[src/rtl/qsv_pkg.sv]
// ----------------------------------------------------------------------------
// qsv_pkg: shared types and constants of the state vector gate engine
// Store geometry, fixed-point widths, item codes, sequencer states and
// the operand and product types of the shared complex multiplier.
// ----------------------------------------------------------------------------
package qsv_pkg;

  localparam int MAX_QUBITS  = 10;
  localparam int MAX_TARGETS = 3;
  localparam int AMP_WIDTH   = 16;
  localparam int FRAC        = AMP_WIDTH - 2;

  localparam int ADDR_W      = MAX_QUBITS;
  localparam int STORE_DEPTH = 1 << MAX_QUBITS;
  localparam int MAT_DIM     = 1 << MAX_TARGETS;
  localparam int MAT_AW      = 2 * MAX_TARGETS;
  localparam int MAT_DEPTH   = MAT_DIM * MAT_DIM;
  localparam int WORD_W      = 2 * AMP_WIDTH;

  localparam int OPW   = AMP_WIDTH + 1;        // room for a negated minimum
  localparam int PRODW = 2 * OPW + 1;          // sum of two products
  localparam int ACC_W = PRODW + MAX_TARGETS;  // sum over one matrix column
  localparam int CUM_W = PRODW + MAX_QUBITS;   // running probability sum

  localparam int QC_W  = 4;
  localparam logic [QC_W-1:0] QC_RESET = QC_W'(MAX_QUBITS);

  localparam logic [2:0] FN_INIT    = 3'd0;
  localparam logic [2:0] FN_WR_AMP  = 3'd1;
  localparam logic [2:0] FN_WR_MAT  = 3'd2;
  localparam logic [2:0] FN_APPLY   = 3'd3;
  localparam logic [2:0] FN_RD_AMP  = 3'd4;
  localparam logic [2:0] FN_MEASURE = 3'd5;

  typedef enum logic [3:0] {
    ST_CLEAR,
    ST_IDLE,
    ST_EXEC,
    ST_RD_WAIT,
    ST_G_RD,
    ST_G_CAP,
    ST_X_RD,
    ST_X_ACC,
    ST_WB,
    ST_M_RD,
    ST_M_SQ,
    ST_M_ACC,
    ST_DONE
  } st_t;

  typedef struct packed {
    logic signed [OPW-1:0] re;
    logic signed [OPW-1:0] im;
  } cop_t;

  typedef struct packed {
    logic signed [PRODW-1:0] re;
    logic signed [PRODW-1:0] im;
  } prod_t;

endpackage

[src/rtl/qsv_cmul.sv]
// ----------------------------------------------------------------------------
// qsv_cmul: shared complex multiplier
// Forms the full-precision complex product a*b of two complex operands.
// ----------------------------------------------------------------------------
module qsv_cmul (
  input  qsv_pkg::cop_t  a,
  input  qsv_pkg::cop_t  b,
  output qsv_pkg::prod_t p
);
  import qsv_pkg::*;

  logic signed [2*OPW-1:0] rr, ii, ri, ir;

  assign rr = a.re * b.re;
  assign ii = a.im * b.im;
  assign ri = a.re * b.im;
  assign ir = a.im * b.re;

  assign p.re = PRODW'(rr) - PRODW'(ii);
  assign p.im = PRODW'(ri) + PRODW'(ir);

endmodule

[config.mk]
export PLATFORM = sky130hd
export DESIGN_NAME = qsv_cmul
export DESIGN_NICKNAME = d
export VERILOG_FILES = /design/src/rtl/qsv_pkg.sv /design/src/rtl/qsv_cmul.sv
export SDC_FILE = /design/constraint.sdc
export NUM_CORES = 2
export LEC_CHECK = 0
export ABC_CLOCK_PERIOD_IN_PS = 9660
export BUFFER_PORTS_ARGS = -buffer_cell sky130_fd_sc_hd__buf_2
export CAP_MARGIN = 25
export CORE_ASPECT_RATIO = 1.4
export CORE_MARGIN = 8
export CORE_UTILIZATION = 60
export DETAILED_ROUTE_END_ITERATION = 10
export GPL_TIMING_DRIVEN = 0
export PLACE_DENSITY = 0.76
export SYNTH_ARGS = -nofsm -noshare
export SYNTH_HDL_FRONTEND = slang
export SYNTH_SLANG_ARGS = --single-unit
[constraint.sdc]
create_clock -name vclk -period 9.66
set_clock_uncertainty 0.15 [all_clocks]
set_input_delay 1.449 -clock vclk [all_inputs]
set_output_delay 1.449 -clock vclk [all_outputs]
set_load 0.005 [all_outputs]
==> flow_metrics.py <==
metrics = {
    "detailed_routing": {
        "routed_wl_um": 189000,
        "first_pass_iters": 6,
        "wl_per_cell_um": 31.1,
        "drt_iter0_markers": 3360,
        "vias": 35939,
        "via_per_inst": 5.92,
        "antenna_left": 0,
        "remaining_drc_errors": 0,
    },
    "run_status": {
        "violations": "negative setup slack",
        "outcome": "finished, violations left",
    },
    "grt": {
        "grt_pass1_wl_um": 267000,
        "antenna_found_initial": 25,
        "grt_overflow": 0,
        "grt_pass1_vias": 39476,
        "grt_usage": 0.457,
        "grt_max_degree": 13,
    },
    "worst_setup_path": {
        "path_max_fanout": 7,
        "start_kind": "primary input",
        "crit_path_end_kind": "primary output",
        "worstPathArrival_ps": 8570,
        "crit_required_ps": 8060,
        "crit_path_end": "p[34]",
        "cp-startpoint": "a[4]",
        "critPathKind": "primary input to primary output",
    },
    "flow_run": {
        "max_cap_violations": 0,
    },
    "timing": {
        "max_freq_ghz": 0.0984,
        "slew-limit-headroom": 0.367,
        "hold_violations": 0,
        "tightest_slew_ps": 950,
        "rsz0062_at_grt": "yes",
        "setup_viol": 29,
        "period_minus_slack_ps": 10160,
        "setup_ws_ps": -504,
        "drv_slew": 0,
        "period_share": 1.05,
    },
    "floorplanning": {
        "die_h_um": 339,
        "start_util": 0.605,
        "num_io_pins": 138,
        "die_w_um": 247,
        "row_count": 118,
        "die_area_um2": 83800,
        "coreArea_um2": 74000,
    },
    "synthesis": {
        "synth_area_um2": 44800,
        "synthTopCellsByArea": "fa_1 (60%), inv_1 (12%), ha_1 (8.2%)",
        "synth_nets": 6461,
        "yosys.area.top_type": "fa_1",
        "yosys.cell_count.top_type": "inv_1",
        "yosysUniqueCellTypes": 50,
        "yosys_warnings": 0,
        "synthTopCellsByCount": "inv_1 (1388), fa_1 (1335), nand2_1 (570)",
        "synth_top_cell_area_share": 0.597,
        "syn_avg_cell_area_um2": 9.40,
        "seq_area_frac_synth": 0,
        "synth_cells": 4763,
    },
    "worst_hold_path": {
        "hp-class": "primary input to primary output",
        "worstHoldStart": "a[17]",
    },
    "cells_and_area": {
        "fillers": 5477,
        "area_growth_syn_to_layout_pct": 17.4,
        "nets": 6782,
        "register_area_um2": 0,
        "drive_above_1_share": 0.152,
        "clock_buffers": 0,
        "seq_cell_count": 0,
        "fin_util": 0.711,
        "multi_input_area_um2": 40000,
    },
    "placement": {
        "portBuffers": 136,
        "routabilityCongestion": 1.08,
        "dp_hpwl_um": 147000,
    },
}
-- what timing repair did --
| item | CTS | global route |
|---|---|---|
| endpoints found under the setup margin | 46 | 36 |
| cloned | 1 | 0 |
| hold endpoints to repair | 0 | 0 |
| setup buffers | 93 | 60 |
| pin swaps | 110 | 132 |
| gates resized for setup | 880 | 245 |
| hold buffers | 0 | 0 |
-- cells in the final DEF, fill, tap and decap left out, types with 14 or more instances in the layout --
cell type and n:
buf_12 27, inv_1 1343, buf_8 51, a21oi_1 25, xor2_1 18, buf_4 147
clkbuf_8 61, buf_6 58, nand2_1 552, and2_4 17, nor2_1 47, diode_2 25
clkbuf_16 54, nand2b_1 36, and2_1 527, ha_4 29, fa_2 47, ha_1 258
xnor2_1 79, fa_1 1288, nor2b_1 22, buf_2 77, o21ai_0 18, clkbuf_4 28
inv_2 38, a21o_1 24, clkbuf_2 14, a21oi_2 24
-- final cells by class --
cell class,instances,area share
tap,960,0.0229
inverter,1388,0.0996
timing repair buffer,319,0.0565
antenna,25,0.00119
multi-input combinational,3168,0.761
buffer,207,0.0590
-- worst max-delay path, cell delays in order --
cell      delay (ps)
buf_4            230
buf_4            230
buf_8            190
nand2_1          100
fa_1             390
fa_1             430
fa_1             510
fa_1             520
inv_1             60
fa_1             630
fa_1             450
fa_1             510
fa_1             420
ha_1             360
a21o_1           210
a221oi_4         300
nand4b_1         270
o211ai_1         240
buf_4            180
a211oi_4          70
or3_4            380
a21oi_2          150
xnor2_1          120
buf_2            130
-- worst min-delay path by stage --
stage	to	slack, ps	depth (start not counted)
finish	p[0]	3370	4
global route	p[0]	3370	4
CTS	p[0]	3340	4
detailed placement	p[0]	3450	4
global placement	p[0]	3450	4
floorplan	p[0]	2980	2
-- metrics by stage --
stage               cells  area [um2]  setup WS (ps)  setup TNS, ps  hold WS (ps)
floorplan            4763       44800           25.8              0          2980
global placement     5859       46700          -2380         -55610          3450
detailed placement   5894       47200          -2490         -59170          3450
CTS                  5988       51400           -449          -4120          3340
global route         6046       52500           -701         -11810          3370
finish               6067       52600           -504          -7590          3370
-- per-layer routing --
metal	part of all wire	wire length, um	vias to the layer above	global-route usage
met5	0.00017	32	-	0
met2	0.45	84800	2502	0.699
met3	0.11	21500	988	0.131
met1	0.31	58100	18462	0.515
met4	0.13	24000	4	0.411
li1	-	-	13983	-
-- kinds of logic after synthesis --
family | share of synthesized area
AO/OA/AOI/OAI | 0.0261
XOR/XNOR | 0.0198
adder cells (fa/ha/maj) | 0.679
buffers and inverters | 0.134
multiplexers | 0.000447
AND/OR/NAND/NOR | 0.141
Power is left out: the tool's default activity adds up to more than one toggle a clock period on the data nets, which glitch-free logic cannot reach.
